### config.mk
export PLATFORM = sky130hd
export DESIGN_NAME = multi_channel_button_debounce
export DESIGN_NICKNAME = d
export VERILOG_FILES = /design/src/sv/mcbd_pkg.sv /design/src/sv/mcbd_state.sv /design/src/sv/multi_channel_button_debounce.sv
export SDC_FILE = /design/constraint.sdc
export NUM_CORES = 2
export LEC_CHECK = 0
export ABC_AREA = 1
export ABC_CLOCK_PERIOD_IN_PS = 10200
export BUFFER_PORTS_ARGS = -buffer_cell sky130_fd_sc_hd__clkbuf_2
export CAP_MARGIN = 20
export CORE_MARGIN = 2
export CORE_UTILIZATION = 40
export DETAILED_ROUTE_END_ITERATION = 7
export GPL_TIMING_DRIVEN = 0
export PLACE_DENSITY_LB_ADDON = 0.08
export REMOVE_ABC_BUFFERS = 1
export SKIP_LAST_GASP = 1
export SLEW_MARGIN = 10
export SYNTH_ARGS = -nofsm -noshare
export SYNTH_HDL_FRONTEND = slang
export SYNTH_SLANG_ARGS = --single-unit
### constraint.sdc
create_clock -name clk -period 10.2 [get_ports clk]
set_clock_uncertainty 0.15 [all_clocks]
set_input_delay 0 -clock clk [delete_from_list [all_inputs] [get_ports clk]]
set_output_delay 0 -clock clk [all_outputs]
set_load 0.02 [all_outputs]
### src/sv/mcbd_pkg.sv
package mcbd_pkg;

    localparam int CHANNELS_DEFAULT = 32;
    localparam int CHANNEL_W        = 6;
    localparam int TIME_W           = 32;
    localparam int DEBOUNCE_W       = 16;

    localparam logic [DEBOUNCE_W-1:0] DEBOUNCE_RESET = 16'd50;

    // raw pin levels, active-low buttons
    localparam logic LEVEL_RELEASED = 1'b1;
    localparam logic LEVEL_PRESSED  = 1'b0;

    typedef struct packed {
        logic [TIME_W-1:0]    now_ms;
        logic                 level;
        logic [CHANNEL_W-1:0] channel;
    } mcbd_sample_t;

endpackage

### src/sv/mcbd_state.sv
module mcbd_state
    import mcbd_pkg::*;
#(
    parameter int CHANNELS = CHANNELS_DEFAULT
)
(
    input  logic                  clk,
    input  logic                  rst_n,
    input  logic                  update,
    input  mcbd_sample_t          sample,
    input  logic [DEBOUNCE_W-1:0] debounce_ms,
    output logic                  pressed
);

    localparam int IDX_W = (CHANNELS > 1) ? $clog2(CHANNELS) : 1;

    logic [CHANNELS-1:0] last_raw_reg;
    logic [CHANNELS-1:0] stable_reg;
    logic [TIME_W-1:0]   change_time_reg [CHANNELS];

    logic [IDX_W-1:0]  idx;
    logic              in_range;
    logic              raw_changed;
    logic [TIME_W-1:0] elapsed;
    logic              accept;

    assign idx         = sample.channel[IDX_W-1:0];
    assign in_range    = ({1'b0, sample.channel} < (CHANNEL_W + 1)'(CHANNELS));
    assign raw_changed = (sample.level != last_raw_reg[idx]);
    assign elapsed     = sample.now_ms - change_time_reg[idx];

    // a raw change restarts the timer, so a sample that changes the raw level is never accepted
    assign accept = !raw_changed
                 && (elapsed > {{(TIME_W-DEBOUNCE_W){1'b0}}, debounce_ms})
                 && (sample.level != stable_reg[idx]);

    assign pressed = in_range && accept && (sample.level == LEVEL_PRESSED);

    always_ff @(posedge clk or negedge rst_n)
    begin
        if (!rst_n)
        begin
            last_raw_reg <= '1;
            stable_reg   <= '1;
            for (int i = 0; i < CHANNELS; i++)
            begin
                change_time_reg[i] <= '0;
            end
        end
        else if (update && in_range)
        begin
            last_raw_reg[idx] <= sample.level;
            if (raw_changed)
            begin
                change_time_reg[idx] <= sample.now_ms;
            end
            if (accept)
            begin
                stable_reg[idx] <= sample.level;
            end
        end
    end

endmodule

### src/sv/multi_channel_button_debounce.sv
// path: an input transfer passes the input register, then the result register, to the master side
// throughput: one sample per cycle while the master side does not stall; the channel state is
//   read and written as the sample moves from the input register into the result register
// reset: all channels released (raw and stable high), change times zero,
//   debounce interval 50 ms, both pipeline registers empty
module multi_channel_button_debounce
    import mcbd_pkg::*;
#(
    parameter int CHANNELS = CHANNELS_DEFAULT
)
(
    input  logic                  clk,
    input  logic                  rst_n,
    // configuration: debounce interval in ms
    input  logic                  cfg_we,
    input  logic [DEBOUNCE_W-1:0] cfg_wdata,
    // sample stream
    input  logic                  s_tvalid,
    output logic                  s_tready,
    input  logic [39:0]           s_tdata,   // channel[5:0], level[6], now_ms[38:7], zero[39]
    // press stream
    output logic                  m_tvalid,
    input  logic                  m_tready,
    output logic [7:0]            m_tdata    // pressed[0], zero[7:1]
);

    logic [DEBOUNCE_W-1:0] debounce_reg;

    // input register
    logic         in_valid_reg;
    mcbd_sample_t in_sample_reg;

    // result register
    logic         out_valid_reg;
    logic         out_pressed_reg;

    logic         advance;
    logic         pressed;

    // the result register frees up in the same cycle it is taken
    assign advance  = in_valid_reg && (!out_valid_reg || m_tready);
    assign s_tready = !in_valid_reg || advance;

    assign m_tvalid = out_valid_reg;
    assign m_tdata  = {7'b0, out_pressed_reg};

    always_ff @(posedge clk or negedge rst_n)
    begin
        if (!rst_n)
        begin
            debounce_reg <= DEBOUNCE_RESET;
        end
        else if (cfg_we)
        begin
            debounce_reg <= cfg_wdata;
        end
    end

    always_ff @(posedge clk or negedge rst_n)
    begin
        if (!rst_n)
        begin
            in_valid_reg <= 1'b0;
        end
        else if (s_tready)
        begin
            in_valid_reg <= s_tvalid;
        end
    end

    // payload capture on every input transfer
    always_ff @(posedge clk)
    begin
        if (s_tvalid && s_tready)
        begin
            in_sample_reg.channel <= s_tdata[CHANNEL_W-1:0];
            in_sample_reg.level   <= s_tdata[CHANNEL_W];
            in_sample_reg.now_ms  <= s_tdata[CHANNEL_W+TIME_W:CHANNEL_W+1];
        end
    end

    // per-channel state bank, updated as the sample moves into the result register
    mcbd_state #(
        .CHANNELS (CHANNELS)
    ) u_state (
        .clk         (clk),
        .rst_n       (rst_n),
        .update      (advance),
        .sample      (in_sample_reg),
        .debounce_ms (debounce_reg),
        .pressed     (pressed)
    );

    always_ff @(posedge clk or negedge rst_n)
    begin
        if (!rst_n)
        begin
            out_valid_reg <= 1'b0;
        end
        else if (advance)
        begin
            out_valid_reg <= 1'b1;
        end
        else if (m_tready)
        begin
            out_valid_reg <= 1'b0;
        end
    end

    always_ff @(posedge clk)
    begin
        if (advance)
        begin
            out_pressed_reg <= pressed;
        end
    end

    // a held sample moves on whenever the result register is empty
    assert property (@(posedge clk) disable iff (!rst_n)
        (in_valid_reg && !out_valid_reg) |=> out_valid_reg)
        else $error("held sample did not advance into empty result register");

    // an empty pipeline always takes a transfer
    assert property (@(posedge clk) disable iff (!rst_n)
        (!in_valid_reg && !out_valid_reg) |-> s_tready)
        else $error("empty pipeline refused a transfer");

    // a stalled result blocks the input only while the input register is full
    assert property (@(posedge clk) disable iff (!rst_n)
        (!s_tready) |-> (in_valid_reg && out_valid_reg && !m_tready))
        else $error("input stalled without a full pipeline");

endmodule
==> report_table.html <==
<table>
<tr><th>Metric</th><th>Value</th></tr>
<tr><th colspan="2">Status</th></tr>
<tr><td>Status</td><td>finished, final reports clean</td></tr>
<tr><th colspan="2">Floorplan</th></tr>
<tr><td>Number of placed I/O pins</td><td>71</td></tr>
<tr><td>Horizontal extent of the die</td><td>364 um</td></tr>
<tr><td>Die Area</td><td>0.132 mm2</td></tr>
<tr><td>Initial Util</td><td>40.4%</td></tr>
<tr><td>Floorplan die height</td><td>364 um</td></tr>
<tr><td>Site row count</td><td>131</td></tr>
<tr><td>Core Footprint</td><td>0.128 mm2</td></tr>
<tr><th colspan="2">Power and ir drop</th></tr>
<tr><td>Cell-internal power</td><td>8.76 mW</td></tr>
<tr><td>Combinational share of power</td><td>15.1%</td></tr>
<tr><td>Portion of total power attributed to sequential cells</td><td>45.6%</td></tr>
<tr><td>Portion of total power attributed to the clock network</td><td>39.3%</td></tr>
<tr><td>Power density over cell area</td><td>201 mW/mm2</td></tr>
<tr><td>Switching power total</td><td>3.43 mW</td></tr>
<tr><td>Max IR drop VDD</td><td>0.146 mV</td></tr>
<tr><td>Leakage dissipation</td><td>27.4 nW</td></tr>
<tr><td>Switching power share of the total</td><td>28.1%</td></tr>
<tr><th colspan="2">Yosys</th></tr>
<tr><td>Synth Instances</td><td>5831</td></tr>
<tr><td>Synth warnings</td><td>0</td></tr>
<tr><td>Mapped Avg Cell Area</td><td>8.87 um2</td></tr>
<tr><td>Number of synthesized register bits</td><td>1146</td></tr>
<tr><td>Most area-hungry cell type in the Yosys netlist</td><td>dfrtp_1</td></tr>
<tr><td>Number of synthesized flops with an enable pin</td><td>40</td></tr>
<tr><td>Dominant cells by area after synthesis</td><td>dfrtp_1 50%, nand2_1 12%, o21ai_1 6.4%</td></tr>
<tr><td>Top-count cell post-synth</td><td>nand2_1</td></tr>
<tr><td>Async set or reset register ratio after synthesis</td><td>96.5%</td></tr>
<tr><td>Post-synth cell types</td><td>53</td></tr>
<tr><td>Share of synthesized area occupied by flip-flops and latches</td><td>56.0%</td></tr>
<tr><td>Post-synth top area share</td><td>50.3%</td></tr>
<tr><td>Netlist area before placement</td><td>0.0517 mm2</td></tr>
<tr><td>Leading post-synthesis cells by instance count</td><td>1644 x nand2_1, 1039 x dfrtp_1, 666 x o21ai_1</td></tr>
<tr><td>Dominant register cell in the synthesized netlist</td><td>dfrtp_1</td></tr>
<tr><th colspan="2">Routing</th></tr>
<tr><td>Detailed router's first-iteration violation count</td><td>4759</td></tr>
<tr><td>WL met1</td><td>85300 um</td></tr>
<tr><td>DRC Markers</td><td>0</td></tr>
<tr><td>Average wire length per cell after detail routing</td><td>24.2 um</td></tr>
<tr><td>Via count</td><td>42300</td></tr>
<tr><td>Highest metal layer with signal wires</td><td>met4</td></tr>
<tr><td>DR WL met2</td><td>83700 um</td></tr>
<tr><td>Vias per std cell</td><td>5.56</td></tr>
<tr><td>Detailed-routed wire length on met3</td><td>10600 um</td></tr>
<tr><td>DRT antenna net count</td><td>0</td></tr>
<tr><td>Pre-Repair DR Iteration Count</td><td>6</td></tr>
<tr><td>Final wirelength</td><td>184000 um</td></tr>
<tr><th colspan="2">Clock network</th></tr>
<tr><td>TritonCTS clock tree</td><td>done</td></tr>
<tr><td>CTS root buffer</td><td>clkbuf_16</td></tr>
<tr><td>Sink count of the clock tree</td><td>1146</td></tr>
<tr><td>Skew-Pair Late Insertion Delay</td><td>0.76 ns</td></tr>
<tr><td>Num CTS Buffers</td><td>134</td></tr>
<tr><td>Clock Pin Slew Worst Setup and Hold Paths</td><td>0.05 ns</td></tr>
<tr><td>CTS H-tree lvls</td><td>4</td></tr>
<tr><td>Number of setup buffers added after CTS</td><td>0</td></tr>
<tr><td>Number of buffers between clock root and the deepest sink</td><td>3</td></tr>
<tr><th colspan="2">Global route</th></tr>
<tr><td>Initial antenna violation count</td><td>2</td></tr>
<tr><td>Overflow left after global routing</td><td>0</td></tr>
<tr><td>GRT Resource Usage Total</td><td>28.0%</td></tr>
<tr><td>Global-route wire length before repair</td><td>274000 um</td></tr>
<tr><td>Maximum number of pins on one net before global-route repair</td><td>95</td></tr>
<tr><td>Number of global-route vias before repair</td><td>40300</td></tr>
<tr><th colspan="2">Critical path</th></tr>
<tr><td>FF-to-FF Start</td><td>in_sample_reg[0]</td></tr>
<tr><td>Register-to-Register Setup Slack</td><td>1.30 ns</td></tr>
<tr><td>Crit path max-delay cell type</td><td>edfxtp_1</td></tr>
<tr><td>Cells on worst reg2reg path</td><td>34</td></tr>
<tr><td>Arrival time at the worst endpoint</td><td>9.22 ns</td></tr>
<tr><td>CP most frequent cell</td><td>nand2_1</td></tr>
<tr><td>Class of the most critical setup path</td><td>reg2reg</td></tr>
<tr><td>Worst reg2reg endpoint</td><td>out_pressed_reg</td></tr>
<tr><td>Data required time at the worst endpoint</td><td>10.52 ns</td></tr>
<tr><td>Worst stage delay on the critical path</td><td>0.91 ns</td></tr>
<tr><td>CP startpoint kind</td><td>register</td></tr>
<tr><td>Maximum fanout along the worst path</td><td>86</td></tr>
<tr><td>Origin of the worst setup path</td><td>in_sample_reg[0]</td></tr>
<tr><td>End point of the critical path</td><td>out_pressed_reg</td></tr>
<tr><td>Nature of the critical path endpoint</td><td>register</td></tr>
<tr><th colspan="2">Placement</th></tr>
<tr><td>Port Buffer Count</td><td>62</td></tr>
<tr><td>RD Place Congestion</td><td>0.864</td></tr>
<tr><td>Placement-stage worst setup slack</td><td>1.37 ns</td></tr>
<tr><td>Dpl hpwl</td><td>110000 um</td></tr>
<tr><td>Post-placement cell count</td><td>7210</td></tr>
<tr><th colspan="2">STA</th></tr>
<tr><td>Total of endpoints with negative setup slack in the final report</td><td>0</td></tr>
<tr><td>Transition time at the pin with the least slew margin</td><td>1.16 ns</td></tr>
<tr><td>Final Cycle Share</td><td>87.2%</td></tr>
<tr><td>Final TNS setup</td><td>0 ns</td></tr>
<tr><td>Fmax</td><td>0.112 GHz</td></tr>
<tr><td>Final worst hold slack</td><td>0.274 ns</td></tr>
<tr><td>Total count of hold-check failures in the final report</td><td>0</td></tr>
<tr><td>Final-report max-slew violation count</td><td>0</td></tr>
<tr><td>Min setup slack post-route</td><td>1.30 ns</td></tr>
<tr><td>RSZ-0062 raised after global routing</td><td>no</td></tr>
<tr><td>Minimum clock period after layout</td><td>8.90 ns</td></tr>
<tr><td>Rel. slew slack</td><td>20.5%</td></tr>
<tr><th colspan="2">Final layout</th></tr>
<tr><td>Number of flip-flops under the largest register name</td><td>1024</td></tr>
<tr><td>Core utilization of the finished layout</td><td>47.4%</td></tr>
<tr><td>Area Growth Syn to Fin</td><td>17.1%</td></tr>
<tr><td>NumNets Final</td><td>5950</td></tr>
<tr><td>Final Non-Filler Cells</td><td>7598</td></tr>
<tr><td>Layout cells sized above 1</td><td>8.48%</td></tr>
<tr><th colspan="2">Min path</th></tr>
<tr><td>Hold/Removal Path Class</td><td>in2async</td></tr>
<tr><th colspan="2">Job</th></tr>
<tr><td>Max-Cap Viols</td><td>0</td></tr>
</table>
==> how the worst min path moves through the flow <==
stage | cells past startpoint | end | slack (ns)
2_1_floorplan | 0 | debounce_reg[0] | -0.45
3_3_place_gp | 1 | in_sample_reg[2] | 0.03
3_5_place_dp | 1 | u_state.change_time_reg[607] | -0.17
4_1_cts | 4 | u_state.change_time_reg[639] | 0.22
5_1_grt | 4 | u_state.change_time_reg[639] | 0.28
6_report | 4 | u_state.change_time_reg[639] | 0.27
==> final cells by class <==
type / count / area, um2
Antenna cell: 1 / 2.50
Multi-Input combinational cell: 3829 / 19400
Clock inverter: 19 / 209
Timing Repair Buffer: 327 / 4240
Inverter: 401 / 1540
Sequential cell: 1146 / 29000
Fill cell: 12400 / 67300
Tap cell: 1662 / 2080
Clock buffer: 213 / 4130
==> worst max-delay path: cells and delay by family (launching register included) <==
| kind | cells | cell delay, ns |
|---|---|---|
| simple gates | 19 | 3.58 |
| compound gates | 3 | 0.52 |
| xor+xnor | 1 | 0.18 |
| buf+inv | 9 | 2.22 |
| fa+ha+maj | 2 | 0.75 |
| flops | 1 | 0.91 |
==> per-layer routing <==
metal / global-route usage [%] / vias up
met5: 0 / -
met4: 7.25 / 0
met3: 3.73 / 248
met2: 44.2 / 1282
li1: - / 19700
met1: 40.4 / 21000
==> placed cells by master, fill, tap and decap left out, drive strengths merged, types with 34 or more instances in the layout <==
cell type,instances
nand4,55
o221ai,67
ha,49
nand2,1667
buf,116
inv,397
nor2,91
clkbuf,275
a22oi,393
o22ai,34
dlygate4sd3,149
dfstp,67
o21ai,1123
edfxtp,40
nand3,69
dfrtp,1039
a21oi,126
==> metrics by stage <==
step                power (mW)  area (um2)
finish                    12.2       60600
global route              12.8       60600
CTS                       12.3       60400
detailed placement        7.41       54600
global placement          7.31       52100
floorplan                 6.68       49700
==> cells by family (layout without fill, tap and decap cells) <==
family                   after synthesis  after routing  share of synthesized area, %
AND/OR/NAND/NOR                     1949           1949                          15.3
AO/OA/AOI/OAI                       1808           1808                          20.4
flip-flops                          1146           1146                          56.0
buffers and inverters                862            960                          6.78
adder cells (fa/ha/maj)               50             50                          1.22
XOR/XNOR                              14             14                         0.237
other                                  1              8                       0.00725
multiplexers                           1              1                        0.0218
==> repair_timing <==
action                                  in CTS  in global routing
endpoints found under the setup margin       0                  0
hold buffers                               150                  0
gates resized for setup                      0                  0
hold endpoints to repair                   628                  0
==> power groups by stage <==
stage | Clock (mW) | Sequential [mW] | Combinational (mW)
2_1_floorplan | 0 | 5.54 | 1.14
3_3_place_gp | 0 | 5.64 | 1.67
3_5_place_dp | 0 | 5.62 | 1.79
4_1_cts | 4.88 | 5.55 | 1.85
5_1_grt | 5.07 | 5.62 | 2.09
6_report | 4.79 | 5.56 | 1.85
Power figures use the tool's default switching activity.
